`src/design/wsl_pkg.sv`:
```
package wsl_pkg;

  // sizing of the block
  localparam int PATTERN_BYTES = 32;
  localparam int COUNT_BITS    = 16;
  localparam int POSITION_BITS = 32;

  // one cell per usable pattern byte, never more than the 32-bit match vector
  localparam int NUM_CELLS  = (PATTERN_BYTES < 32) ? PATTERN_BYTES : 32;
  localparam int CELL_IDX_W = $clog2(NUM_CELLS);
  localparam int LEN_W      = 6;

  // result field widths
  localparam int OUT_CNT_W = 16;
  localparam int OUT_OFS_W = 32;
  localparam int HINT_W    = 32;
  localparam int POS_EXT_W = (POSITION_BITS > OUT_OFS_W) ? POSITION_BITS : OUT_OFS_W;
  localparam int CNT_EXT_W = (COUNT_BITS > OUT_CNT_W) ? COUNT_BITS : OUT_CNT_W;

  // configuration port
  localparam int ADDR_W = 6;
  localparam int DATA_W = 64;
  localparam int PAT_W  = 256;

  typedef enum logic [2:0] {
    REG_PAT_LOW      = 3'd0,
    REG_PAT_MID_LOW  = 3'd1,
    REG_PAT_MID_HIGH = 3'd2,
    REG_PAT_HIGH     = 3'd3,
    REG_CARE_MASK    = 3'd4,
    REG_PAT_LENGTH   = 3'd5,
    REG_HINT_OFFSET  = 3'd6
  } reg_idx_t;

  typedef enum logic [1:0] {
    ST_NOT_FOUND = 2'd0,
    ST_AT_HINT   = 2'd1,
    ST_MOVED     = 2'd2,
    ST_AMBIGUOUS = 2'd3
  } status_t;

  typedef struct packed {
    logic [PAT_W-1:0]  pattern;
    logic [31:0]       care_mask;
    logic [LEN_W-1:0]  pattern_length;
    logic [HINT_W-1:0] hint_offset;
  } cfg_t;

  // shared controls of the cell row
  typedef struct packed {
    logic shift;
    logic clear;
  } cell_ctrl_t;

  // one item between the cell row and the tally stage
  typedef struct packed {
    logic                     hit;
    logic                     at_hint;
    logic                     last;
    logic [POSITION_BITS-1:0] start;
  } hit_item_t;

endpackage

```
`src/design/wsl_regs.sv`:
```
module wsl_regs (
  input  logic                       clk,
  input  logic                       rst_n,
  input  logic                       psel,
  input  logic                       penable,
  input  logic                       pwrite,
  input  logic [wsl_pkg::ADDR_W-1:0] paddr,
  input  logic [wsl_pkg::DATA_W-1:0] pwdata,
  output logic [wsl_pkg::DATA_W-1:0] prdata,
  output logic                       pready,
  output wsl_pkg::cfg_t              cfg
);
  import wsl_pkg::*;

  logic [63:0]       pat0_r, pat1_r, pat2_r, pat3_r;
  logic [31:0]       care_r;
  logic [LEN_W-1:0]  len_r;
  logic [HINT_W-1:0] hint_r;
  reg_idx_t          idx;
  logic              wr_en;

  assign pready = 1'b1;
  assign idx    = reg_idx_t'(paddr[5:3]);
  assign wr_en  = psel && penable && pwrite;

  // register writes
  always_ff @(posedge clk) begin
    if (!rst_n) begin
      pat0_r <= '0;
      pat1_r <= '0;
      pat2_r <= '0;
      pat3_r <= '0;
      care_r <= '0;
      len_r  <= LEN_W'(1);
      hint_r <= '0;
    end else if (wr_en) begin
      unique case (idx)
        REG_PAT_LOW:      pat0_r <= pwdata;
        REG_PAT_MID_LOW:  pat1_r <= pwdata;
        REG_PAT_MID_HIGH: pat2_r <= pwdata;
        REG_PAT_HIGH:     pat3_r <= pwdata;
        REG_CARE_MASK:    care_r <= pwdata[31:0];
        REG_PAT_LENGTH:   len_r  <= pwdata[LEN_W-1:0];
        REG_HINT_OFFSET:  hint_r <= pwdata[HINT_W-1:0];
        default: ;
      endcase
    end
  end

  // read back
  always_comb begin
    unique case (idx)
      REG_PAT_LOW:      prdata = pat0_r;
      REG_PAT_MID_LOW:  prdata = pat1_r;
      REG_PAT_MID_HIGH: prdata = pat2_r;
      REG_PAT_HIGH:     prdata = pat3_r;
      REG_CARE_MASK:    prdata = DATA_W'(care_r);
      REG_PAT_LENGTH:   prdata = DATA_W'(len_r);
      REG_HINT_OFFSET:  prdata = DATA_W'(hint_r);
      default:          prdata = '0;
    endcase
  end

  assign cfg.pattern        = {pat3_r, pat2_r, pat1_r, pat0_r};
  assign cfg.care_mask      = care_r;
  assign cfg.pattern_length = len_r;
  assign cfg.hint_offset    = hint_r;

endmodule

```
`src/design/wsl_cell.sv`:
```
module wsl_cell (
  input  logic                clk,
  input  logic                rst_n,
  input  wsl_pkg::cell_ctrl_t ctrl,
  input  logic [7:0]          data_byte,
  input  logic [7:0]          pat_byte,
  input  logic                care,
  input  logic                active,
  input  logic                prev_match,
  output logic                match_nxt,
  output logic                match_r
);
  import wsl_pkg::*;

  // prefix through this byte matches if the neighbor's prefix matched last byte
  assign match_nxt = active && prev_match && (!care || (data_byte == pat_byte));

  always_ff @(posedge clk) begin
    if (!rst_n) begin
      match_r <= 1'b0;
    end else if (ctrl.shift) begin
      match_r <= ctrl.clear ? 1'b0 : match_nxt;
    end
  end

endmodule

```
`src/design/wsl_tally.sv`:
```
module wsl_tally (
  input  logic                          clk,
  input  logic                          rst_n,
  input  logic                          hit_valid,
  input  wsl_pkg::hit_item_t            hit_item,
  input  logic [wsl_pkg::HINT_W-1:0]    hint_offset,
  output logic                          take,
  output logic                          out_valid,
  input  logic                          out_ready,
  output logic [1:0]                    out_status,
  output logic [wsl_pkg::OUT_CNT_W-1:0] out_match_count,
  output logic [wsl_pkg::OUT_OFS_W-1:0] out_match_offset
);
  import wsl_pkg::*;

  localparam logic [COUNT_BITS-1:0] CNT_MAX = {COUNT_BITS{1'b1}};

  logic [COUNT_BITS-1:0]    seen_r, seen_nxt, seen_upd;
  logic [POSITION_BITS-1:0] earliest_r, earliest_nxt, earliest_upd;
  logic                     hint_hit_r, hint_hit_nxt, hint_hit_upd;
  logic                     out_valid_r;
  status_t                  status_r, status_res;
  logic [OUT_CNT_W-1:0]     count_r, count_res;
  logic [OUT_OFS_W-1:0]     offset_r, offset_res;
  logic [CNT_EXT_W-1:0]     seen_ext;
  logic [POS_EXT_W-1:0]     earliest_ext;

  // a last item needs the result slot free or draining
  assign take = hit_valid && (!hit_item.last || !out_valid_r || out_ready);

  // fold one hit into the running totals
  always_comb begin
    seen_upd     = seen_r;
    earliest_upd = earliest_r;
    hint_hit_upd = hint_hit_r;
    if (hit_item.hit) begin
      if (seen_r == '0) begin
        earliest_upd = hit_item.start;
      end
      if (seen_r != CNT_MAX) begin
        seen_upd = seen_r + 1'b1;
      end
      if (hit_item.at_hint) begin
        hint_hit_upd = 1'b1;
      end
    end
  end

  // totals clear after the last byte of a region
  always_comb begin
    seen_nxt     = seen_r;
    earliest_nxt = earliest_r;
    hint_hit_nxt = hint_hit_r;
    if (take) begin
      if (hit_item.last) begin
        seen_nxt     = '0;
        earliest_nxt = '0;
        hint_hit_nxt = 1'b0;
      end else begin
        seen_nxt     = seen_upd;
        earliest_nxt = earliest_upd;
        hint_hit_nxt = hint_hit_upd;
      end
    end
  end

  // region outcome
  assign seen_ext     = CNT_EXT_W'(seen_upd);
  assign earliest_ext = POS_EXT_W'(earliest_upd);

  always_comb begin
    if (hint_hit_upd) begin
      status_res = ST_AT_HINT;
      count_res  = OUT_CNT_W'(1);
      offset_res = OUT_OFS_W'(hint_offset);
    end else if (seen_upd == '0) begin
      status_res = ST_NOT_FOUND;
      count_res  = '0;
      offset_res = '0;
    end else begin
      status_res = (seen_upd == COUNT_BITS'(1)) ? ST_MOVED : ST_AMBIGUOUS;
      count_res  = (seen_ext > CNT_EXT_W'({OUT_CNT_W{1'b1}})) ? {OUT_CNT_W{1'b1}}
                                                              : seen_ext[OUT_CNT_W-1:0];
      offset_res = earliest_ext[OUT_OFS_W-1:0];
    end
  end

  always_ff @(posedge clk) begin
    if (!rst_n) begin
      seen_r      <= '0;
      earliest_r  <= '0;
      hint_hit_r  <= 1'b0;
      out_valid_r <= 1'b0;
    end else begin
      seen_r     <= seen_nxt;
      earliest_r <= earliest_nxt;
      hint_hit_r <= hint_hit_nxt;
      if (take && hit_item.last) begin
        out_valid_r <= 1'b1;
      end else if (out_ready) begin
        out_valid_r <= 1'b0;
      end
    end
  end

  // result register
  always_ff @(posedge clk) begin
    if (take && hit_item.last) begin
      status_r <= status_res;
      count_r  <= count_res;
      offset_r <= offset_res;
    end
  end

  assign out_valid        = out_valid_r;
  assign out_status       = status_r;
  assign out_match_count  = count_r;
  assign out_match_offset = offset_r;

`ifndef SYNTH
  a_hint_count: assert property (@(posedge clk) disable iff (!rst_n)
    (out_valid_r && status_r == ST_AT_HINT) |-> (count_r == OUT_CNT_W'(1)))
    else $error("found-at-hint result without count of one");

  a_none_zero: assert property (@(posedge clk) disable iff (!rst_n)
    (out_valid_r && status_r == ST_NOT_FOUND) |-> (count_r == '0 && offset_r == '0))
    else $error("not-found result with nonzero count or offset");

  a_clear_after_last: assert property (@(posedge clk) disable iff (!rst_n)
    (take && hit_item.last) |=> (seen_r == '0 && !hint_hit_r))
    else $error("totals not cleared after region end");
`endif

endmodule

```
`src/design/wildcard_signature_locator_unit.sv`:
```
// Wildcard byte pattern locator. Bytes of one region enter one per cycle with no
// gaps required: a row of one compare cell per pattern byte shifts its prefix-match
// bit to the next cell each time an item is taken, so the sustained rate is one
// byte per cycle while input is not stalled. A region's result passes through the
// hit stage register into an output register and waits there; input stalls only
// when another region's last byte reaches the tally stage while that result is
// still not taken. Configure pattern, care mask, length and hint over the register
// port only while no region is in flight.
module wildcard_signature_locator_unit (
  input  logic                          clk,
  input  logic                          rst_n,
  input  logic                          psel,
  input  logic                          penable,
  input  logic                          pwrite,
  input  logic [wsl_pkg::ADDR_W-1:0]    paddr,
  input  logic [wsl_pkg::DATA_W-1:0]    pwdata,
  output logic [wsl_pkg::DATA_W-1:0]    prdata,
  output logic                          pready,
  input  logic                          in_valid,
  output logic                          in_ready,
  input  logic [7:0]                    in_data_byte,
  input  logic                          in_last_byte,
  output logic                          out_valid,
  input  logic                          out_ready,
  output logic [1:0]                    out_status,
  output logic [wsl_pkg::OUT_CNT_W-1:0] out_match_count,
  output logic [wsl_pkg::OUT_OFS_W-1:0] out_match_offset
);
  import wsl_pkg::*;

  cfg_t                     cfg;
  cell_ctrl_t               ctrl;
  logic                     accept;
  logic [LEN_W-1:0]         eff_len, len_m1;
  logic [NUM_CELLS-1:0]     pm_r, pm_nxt, active;
  logic [POSITION_BITS-1:0] pos_r, pos_nxt, start;
  logic                     at_hint;
  logic                     s1_valid_r;
  hit_item_t                s1_r;
  logic                     take;

  wsl_regs u_regs (
    .clk     (clk),
    .rst_n   (rst_n),
    .psel    (psel),
    .penable (penable),
    .pwrite  (pwrite),
    .paddr   (paddr),
    .pwdata  (pwdata),
    .prdata  (prdata),
    .pready  (pready),
    .cfg     (cfg)
  );

  // effective length: zero acts as one, large values stop at the cell count
  always_comb begin
    eff_len = cfg.pattern_length;
    if (eff_len == '0) begin
      eff_len = LEN_W'(1);
    end
    if (eff_len > LEN_W'(NUM_CELLS)) begin
      eff_len = LEN_W'(NUM_CELLS);
    end
  end
  assign len_m1 = eff_len - 1'b1;

  assign in_ready   = !s1_valid_r || take;
  assign accept     = in_valid && in_ready;
  assign ctrl.shift = accept;
  assign ctrl.clear = in_last_byte;

  // row of compare cells
  for (genvar i = 0; i < NUM_CELLS; i++) begin : g_cell
    logic prev;
    if (i == 0) begin : g_head
      assign prev = 1'b1;
    end else begin : g_body
      assign prev = pm_r[i-1];
    end
    assign active[i] = (LEN_W'(i) <= len_m1);
    wsl_cell u_cell (
      .clk        (clk),
      .rst_n      (rst_n),
      .ctrl       (ctrl),
      .data_byte  (in_data_byte),
      .pat_byte   (cfg.pattern[i*8 +: 8]),
      .care       (cfg.care_mask[i]),
      .active     (active[i]),
      .prev_match (prev),
      .match_nxt  (pm_nxt[i]),
      .match_r    (pm_r[i])
    );
  end

  // byte position and candidate start offset
  assign start   = pos_r - POSITION_BITS'(len_m1);
  assign at_hint = (POS_EXT_W'(start) == POS_EXT_W'(cfg.hint_offset));
  assign pos_nxt = in_last_byte ? '0 : pos_r + 1'b1;

  always_ff @(posedge clk) begin
    if (!rst_n) begin
      pos_r      <= '0;
      s1_valid_r <= 1'b0;
    end else begin
      if (accept) begin
        pos_r <= pos_nxt;
      end
      if (accept) begin
        s1_valid_r <= 1'b1;
      end else if (take) begin
        s1_valid_r <= 1'b0;
      end
    end
  end

  // hit stage register
  always_ff @(posedge clk) begin
    if (accept) begin
      s1_r.hit     <= pm_nxt[len_m1[CELL_IDX_W-1:0]];
      s1_r.at_hint <= at_hint;
      s1_r.last    <= in_last_byte;
      s1_r.start   <= start;
    end
  end

  wsl_tally u_tally (
    .clk              (clk),
    .rst_n            (rst_n),
    .hit_valid        (s1_valid_r),
    .hit_item         (s1_r),
    .hint_offset      (cfg.hint_offset),
    .take             (take),
    .out_valid        (out_valid),
    .out_ready        (out_ready),
    .out_status       (out_status),
    .out_match_count  (out_match_count),
    .out_match_offset (out_match_offset)
  );

`ifndef SYNTH
  a_scan_cleared: assert property (@(posedge clk) disable iff (!rst_n)
    (accept && in_last_byte) |=> (pos_r == '0 && pm_r == '0))
    else $error("scan state not cleared after region end");

  a_stage_held: assert property (@(posedge clk) disable iff (!rst_n)
    (s1_valid_r && !take) |=> s1_valid_r)
    else $error("stalled hit item dropped");

  a_mid_no_stall: assert property (@(posedge clk) disable iff (!rst_n)
    (s1_valid_r && !s1_r.last) |-> take)
    else $error("mid-region item stalled in tally stage");
`endif

endmodule
```
`config.mk`:
```
export PLATFORM = sky130hd
export DESIGN_NAME = wildcard_signature_locator_unit
export DESIGN_NICKNAME = d
export VERILOG_FILES = /design/src/design/wsl_pkg.sv /design/src/design/wsl_regs.sv /design/src/design/wsl_cell.sv /design/src/design/wsl_tally.sv /design/src/design/wildcard_signature_locator_unit.sv
export SDC_FILE = /design/constraint.sdc
export NUM_CORES = 1
export LEC_CHECK = 0
export BUFFER_PORTS_ARGS = -buffer_cell sky130_fd_sc_hd__buf_2
export CAP_MARGIN = 30
export CORE_ASPECT_RATIO = 1.4
export CORE_UTILIZATION = 52
export DETAILED_ROUTE_END_ITERATION = 10
export PLACE_DENSITY = 0.66
export SLEW_MARGIN = 10
export SYNTH_ARGS = -nofsm -noshare
export SYNTH_HDL_FRONTEND = slang
export SYNTH_HIERARCHICAL = 1
export SYNTH_SLANG_ARGS = --single-unit
```
`constraint.sdc`:
```
create_clock -name clk -period 6.7 [get_ports clk]
set_input_delay 0.335 -clock clk [delete_from_list [all_inputs] [get_ports clk]]
set_output_delay 0.335 -clock clk [all_outputs]
set_load 0.01 [all_outputs]
```
==> qor.csv, run 1 <==
metric,value,unit
Worst Hold Class,in -> reg,
Flop pwr share,45.9,%
CTS Buffer Depth,3,
Hold Path End,u_regs/pat0_r[59],
gp weighted congestion,0.942,
largest net degree at the start of global routing,140,
upper clock frequency limit,195,MHz
Starting Density,52.8,%
CP Data Required Time,7.14,ns
"Remaining Overflow, GRT",0,
initial antenna violation count,1,
CP max stage cell,a2111oi_2,
P&R area growth vs syn,11.0,%
Crit path arrival time,5.56,ns
Max-Cap Viols,0,
die width,202,um
Die Y,283,um
die area,0.0572,sq mm
cell row count,102,
Worst Setup End Kind,register,
fin nets,3173,
Final WS setup,1.57,ns
cts bufs inserted,52,
Rel. slew slack,33.0,%
Sink Count,525,
Hold Crit Depth,3,
DR WL/cell,23.4,um
first-pass GRT wire length,136000,um
setup TNS,0,ns
actual slew at the worst max-slew pin,1.00,ns
switching pwr,1.81,mW
clock power share,44.5,%
worst skew pair latency,0.64,ns
power density over the cells,221,mW/mm^2
type of origin of the critical path,register,
worst slack at placement,1.67,ns
"Cell Area, Synth",0.0292,sq mm
drt initial violations,1561,
Antenna Nets Post-Route,0,
RSZ-0062 raised after global routing,no,
RR Endpoint,s1_r[33],
R2R Path Start,u_regs/len_r[2],
Gate Count Post-Synth,2961,
leakage power,11.7,nW
DRT Pass-1 Iters,6,
critical path class,reg -> reg,
combinational share of power,9.7,%
Final Max Tran Viols,0,
FF-to-FF path depth,17,
clock transition at the registers of the reported paths,0.07,ns
CP max stage delay,0.65,ns
post-route cell area,0.0325,sq mm
Hold Fails Final Rpt,0,
Residual DRC,0,
"Setup violations, final",0,
Worst R2R Setup Slack,1.57,ns
Ys Warns,6,
IO buf count,198,
detailed placement HPWL,62300,um
Setup Skew,0.0330,ns
Final Cycle Share,76.5,%
internal power,5.37,mW
Avg Vias per Cell,6.01,
Placed Area,0.0305,sq mm
vias in the first global route,23180,
"non-filler cells, final",3844,
CTS tree,built,
GR Util All Layers,30.8,%
IO Pins,203,
placed cells,3744,
"Min Clock Period, post-route",5.13,ns
Sw Share,25.2,%
Worst VDD drop,0.162,mV
worst hold start,pwdata[59],
postcts setup bufs,0,
final wirelength,90000,um
H-tree levels,2,
Placeable Area,0.0554,sq mm
CP cell instances,nor4_1 > o21ai_2 > buf_4 > ha_1 > xor2_1 > buf_4 > inv_1 > ha_1 > a21oi_1 > nand2_1 > maj3_2 > a2111oi_2 > xnor2_1 > o221ai_1 > nor4_1 > nand4_1 > nor4_2,
ANT cells,0,
Crit. Startpoint,u_regs/len_r[2],
routed vias,23114,
CTS root buffer,clkbuf_16,
Crit Path Max Fanout,16,
"Avg Cell Area, Syn",9.87,sq um
share of cells above drive strength 1,16.7,%
outcome,finished clean,
[placed cells by master (no fill, tap or decap), types with 7 or more instances in the layout]
cell type,count
nand4_1,81
and4b_1,31
nor4_1,15
clkbuf_8,8
o22ai_1,8
o221ai_1,18
buf_2,194
nand2_1,469
a21boi_0,12
and3b_1,33
mux4_2,41
edfxtp_1,85
mux2_2,47
nor2_1,87
o21ai_0,39
a22oi_1,39
buf_4,38
or3_1,23
xnor2_1,303
a221oi_1,7
and2_1,9
nand3_1,30
clkinv_2,16
a21oi_1,51
clkbuf_16,55
nand2b_1,16
inv_1,35
dfxtp_1,440
nor3_1,15
and3_1,40
ha_1,12
mux2i_1,432
xor2_1,49
bufinv_16,7
o21ai_1,32
a21oi_2,20
nor2b_1,75
a31o_2,31
[sequential cells by signal, indices dropped and copies added, names as in the netlist]
| signal | flops |
|---|---|
| u_regs/care_r | 32 |
| u_tally/out_valid | 1 |
| u_tally/out_match_count | 16 |
| u_tally/earliest_r | 32 |
| u_regs/pat0_r | 64 |
| u_regs/pat3_r | 64 |
| u_regs/len_r | 6 |
| s1_valid_r | 1 |
| u_regs/pat2_r | 64 |
| u_tally/seen_r | 16 |
| u_regs/pat1_r | 64 |
| u_tally/hint_hit_r | 1 |
| u_tally/out_match_offset | 32 |
| u_tally/out_status | 2 |
| pos_r | 32 |
| g_cell.u_cell/match_r | 31 |
| u_regs/hint_r | 32 |
| s1_r | 35 |
[routing by layer]
metal	routed length (um)	part of all wire, %	track usage [%]	up-vias
li1	-	-	-	10761
met2	44600	50	54.3	760
met1	36400	40	36.7	11379
met3	4000	4.4	3.11	212
met5	8	0.0089	0	-
met4	5010	5.6	16.9	2
[metrics by stage]
stage / hold WS, ns / utilization [%] / total power [mW]
floorplan: 0.434 / - / 3.81
global placement: 0.457 / 55.0 / 4.03
detailed placement: 0.467 / 55.1 / 4.05
CTS: 0.0151 / 58.5 / 7.22
global route: 0.0479 / 58.6 / 7.39
finish: 0.0385 / 58.6 / 7.18
[worst max-delay path, delay by kind of cell, from the launching register on]
kind                     cells  cell delay (ns)
flip-flops                   1             0.38
adder cells (fa/ha/maj)      3             1.19
buffers and inverters        3             0.78
AND/OR/NAND/NOR              5             1.14
AO/OA/AOI/OAI                4             1.04
XOR/XNOR                     2             0.37
[repair_timing]
item                       4_1_cts  5_1_grt
hold endpoints to repair         1        0
hold buffers                     1        0
resized for setup                0        0
setup endpoints to repair        0        0
[worst max-delay path by stage]
| stage | end | slack, ns |
|---|---|---|
| 3_5_place_dp | s1_r[33] | 1.67 |
| 2_1_floorplan | s1_r[33] | 1.57 |
| 5_1_grt | s1_r[33] | 1.24 |
| 6_report | s1_r[33] | 1.57 |
| 4_1_cts | s1_r[33] | 1.63 |
| 3_3_place_gp | s1_r[33] | 1.74 |
[power by group through the flow]
stage / logic, mW / registers, mW / clock network, mW
after floorplan: 0.451 / 3.36 / 0
after global placement: 0.669 / 3.36 / 0
after detailed placement: 0.684 / 3.37 / 0
after CTS: 0.687 / 3.29 / 3.24
after global routing: 0.738 / 3.30 / 3.36
final: 0.693 / 3.29 / 3.19
[cell type report]
type	instances	area [sq um]
Fill cell	4959	22900
Multi-Input combinational cell	2216	16700
Sequential cell	525	11400
Clock buffer	67	1500
Timing Repair Buffer	242	1460
Tap cell	728	911
Clock inverter	29	353
Inverter	37	139
No activity file was read; power rests on OpenSTA's default activity.
==> inputs of run 2 (changes only) <==
==> constraint.sdc (replaced) <==
create_clock -name clk -period 5 [get_ports clk]
set_input_delay 0.25 -clock clk [delete_from_list [all_inputs] [get_ports clk]]
set_output_delay 0.25 -clock clk [all_outputs]
set_load 0.01 [all_outputs]
==> qor.csv, run 2 (synthesis gave the netlist of run 1 again) <==
metric,value,unit,change
"commonest non-fill, non-tap cells in the layout","nand2_1 (469), dfxtp_1 (440), mux2i_1 (432)",,
vias in the first global route,23240,,+0.26%
P&R area growth vs syn,11.8,%,
Residual DRC,0,,unchanged
fin nets,3220,,+1.5%
type of origin of the critical path,register,,
Placeable Area,0.0554,sq mm,unchanged
IO buf count,198,,unchanged
Rel. slew slack,28.6,%,-4.5 points
Final Cycle Share,90.4,%,+14 points
outcome,finished clean,,
cell row count,102,,unchanged
Hold Crit Depth,3,,unchanged
Hold Fails Final Rpt,0,,unchanged
CP Data Required Time,5.46,ns,-1.68 ns
DR WL/cell,23.4,um,about the same
setup TNS,0,ns,unchanged
Sink Count,525,,unchanged
Crit path arrival time,4.98,ns,-0.58 ns
Crit Path Max Fanout,15,,-1
CP max stage cell,a2111oi_2,,
"non-filler cells, final",3887,,+1.1%
detailed placement HPWL,64800,um,+4.0%
Final WS setup,0.478,ns,-1.09 ns
gr busiest metal,met2,,
CTS resizes,0,,unchanged
Die Y,283,um,unchanged
initial antenna violation count,1,,unchanged
worst slack at placement,0.456,ns,-1.21 ns
Antenna Nets Post-Route,0,,unchanged
Worst Hold Class,in -> reg,,
largest net degree at the start of global routing,114,,-19%
Setup Skew,0.0228,ns,-0.0102 ns
Worst Setup End Kind,register,,
gp weighted congestion,0.922,,-2.2%
CTS tree,built,,
CTS Buffer Depth,3,,unchanged
Avg Vias per Cell,5.99,,-0.45%
CP max stage delay,0.62,ns,-0.03 ns
"Remaining Overflow, GRT",0,,unchanged
CP cell instances,nor4_1 > o21ai_2 > buf_4 > inv_1 > ha_1 > inv_1 > ha_1 > nand3b_1 > nand2_1 > maj3_2 > a2111oi_2 > xnor2_1 > o221ai_1 > nor4_1 > nand4_1 > nor4_2,,
GRT met2 Usage,54.7,%,+0.38 points
CTS root buffer,clkbuf_16,,
die area,0.0572,sq mm,unchanged
met1 Use GR,36.6,%,-0.13 points
GR Util All Layers,31.1,%,+0.30 points
Max-Cap Viols,0,,unchanged
flip-flop and latch area,0.0114,sq mm,unchanged
upper clock frequency limit,221,MHz,+13%
fin util,59.0,%,+0.43 points
critical path class,reg -> reg,,
FF-to-FF path depth,16,,-1
leakage power,11.8,nW,+0.76%
Starting Density,52.8,%,unchanged
"Min Clock Period, post-route",4.52,ns,-0.606 ns
clock transition at the registers of the reported paths,0.06,ns,about the same
DRT Pass-1 Iters,5,,-1
die width,202,um,unchanged
power density over the cells,285,mW/mm^2,+29%
first-pass GRT wire length,137000,um,+0.54%
final wirelength,91100,um,+1.1%
Placed Area,0.0306,sq mm,+0.40%
RSZ-0062 raised after global routing,no,,
multi-input combinational cell area,0.0167,sq mm,unchanged
post-route cell area,0.0327,sq mm,+0.74%
drt initial violations,1540,,-1.3%
H-tree levels,2,,unchanged
Worst VDD drop,0.267,mV,+65%
actual slew at the worst max-slew pin,1.07,ns,+0.0669 ns
"commonest non-fill, non-tap cell in the layout",nand2_1,,
"Setup violations, final",0,,unchanged
cts bufs inserted,53,,+1.9%
met3 Use GR,3.42,%,+0.31 points
worst skew pair latency,0.62,ns,-0.02 ns
Final Max Tran Viols,0,,unchanged
ANT cells,0,,unchanged
fill cell count,4887,,-1.5%
placed cells,3758,,+0.37%
share of cells above drive strength 1,16.4,%,-0.29 points
IO Pins,203,,unchanged
routed vias,23268,,+0.67%
Hold WS,0.0119,ns,-0.0266 ns
Final Power,9.33,mW,+30%
-- run 2: final timing paths --
path,start,to,slack (ns)
setup / recovery,u_regs/len_r[2],s1_r[33],0.48
hold / removal,pwdata[57],u_regs/pat1_r[57],0.01
setup reg to reg,u_regs/len_r[2],s1_r[33],0.48
hold reg to reg,u_regs/care_r[9],u_regs/care_r[9],0.47
-- run 2: layout make-up --
class / count / area share (%)
Tap cell: 728 / 2.79
Clock inverter: 15 / 0.547
Multi-Input combinational cell: 2216 / 51.2
Timing Repair Buffer: 288 / 5.71
Inverter: 37 / 0.425
Clock buffer: 78 / 4.62
Sequential cell: 525 / 34.7
-- run 2: power breakdown --
part | internal (mW) | total [mW] | switching (mW)
Clock | 2.24 | 3.96 | 1.72
Sequential | 4.37 | 4.42 | 0.0483
Combinational | 0.360 | 0.955 | 0.595
Total | 6.97 | 9.33 | 2.36
-- run 2: per-layer routing --
metal / part of all wire [%] / up-vias / wire length (um)
li1: - / 10871 / -
met1: 40 / 11485 / 36800
met2: 49 / 685 / 45100
met5: 0.014 / - / 13
met4: 6.0 / 2 / 5460
met3: 4.1 / 225 / 3760
-- run 2: timing repair --
action | 4_1_cts | 5_1_grt
endpoints found under the hold margin | 123 | 0
buffers inserted | 0 | 0
hold buffers | 34 | 0
-- run 2: worst max-delay path, delay by kind of cell (launching register included) --
kind                       cells  cell delay, ns
DFF                            1            0.49
and+or+nand+nor                6            1.04
AOI/OAI and AO/OA              3            0.90
buffers and inverters          3            0.51
adders and majority gates      3            1.21
xor gates and xnor gates       1            0.19
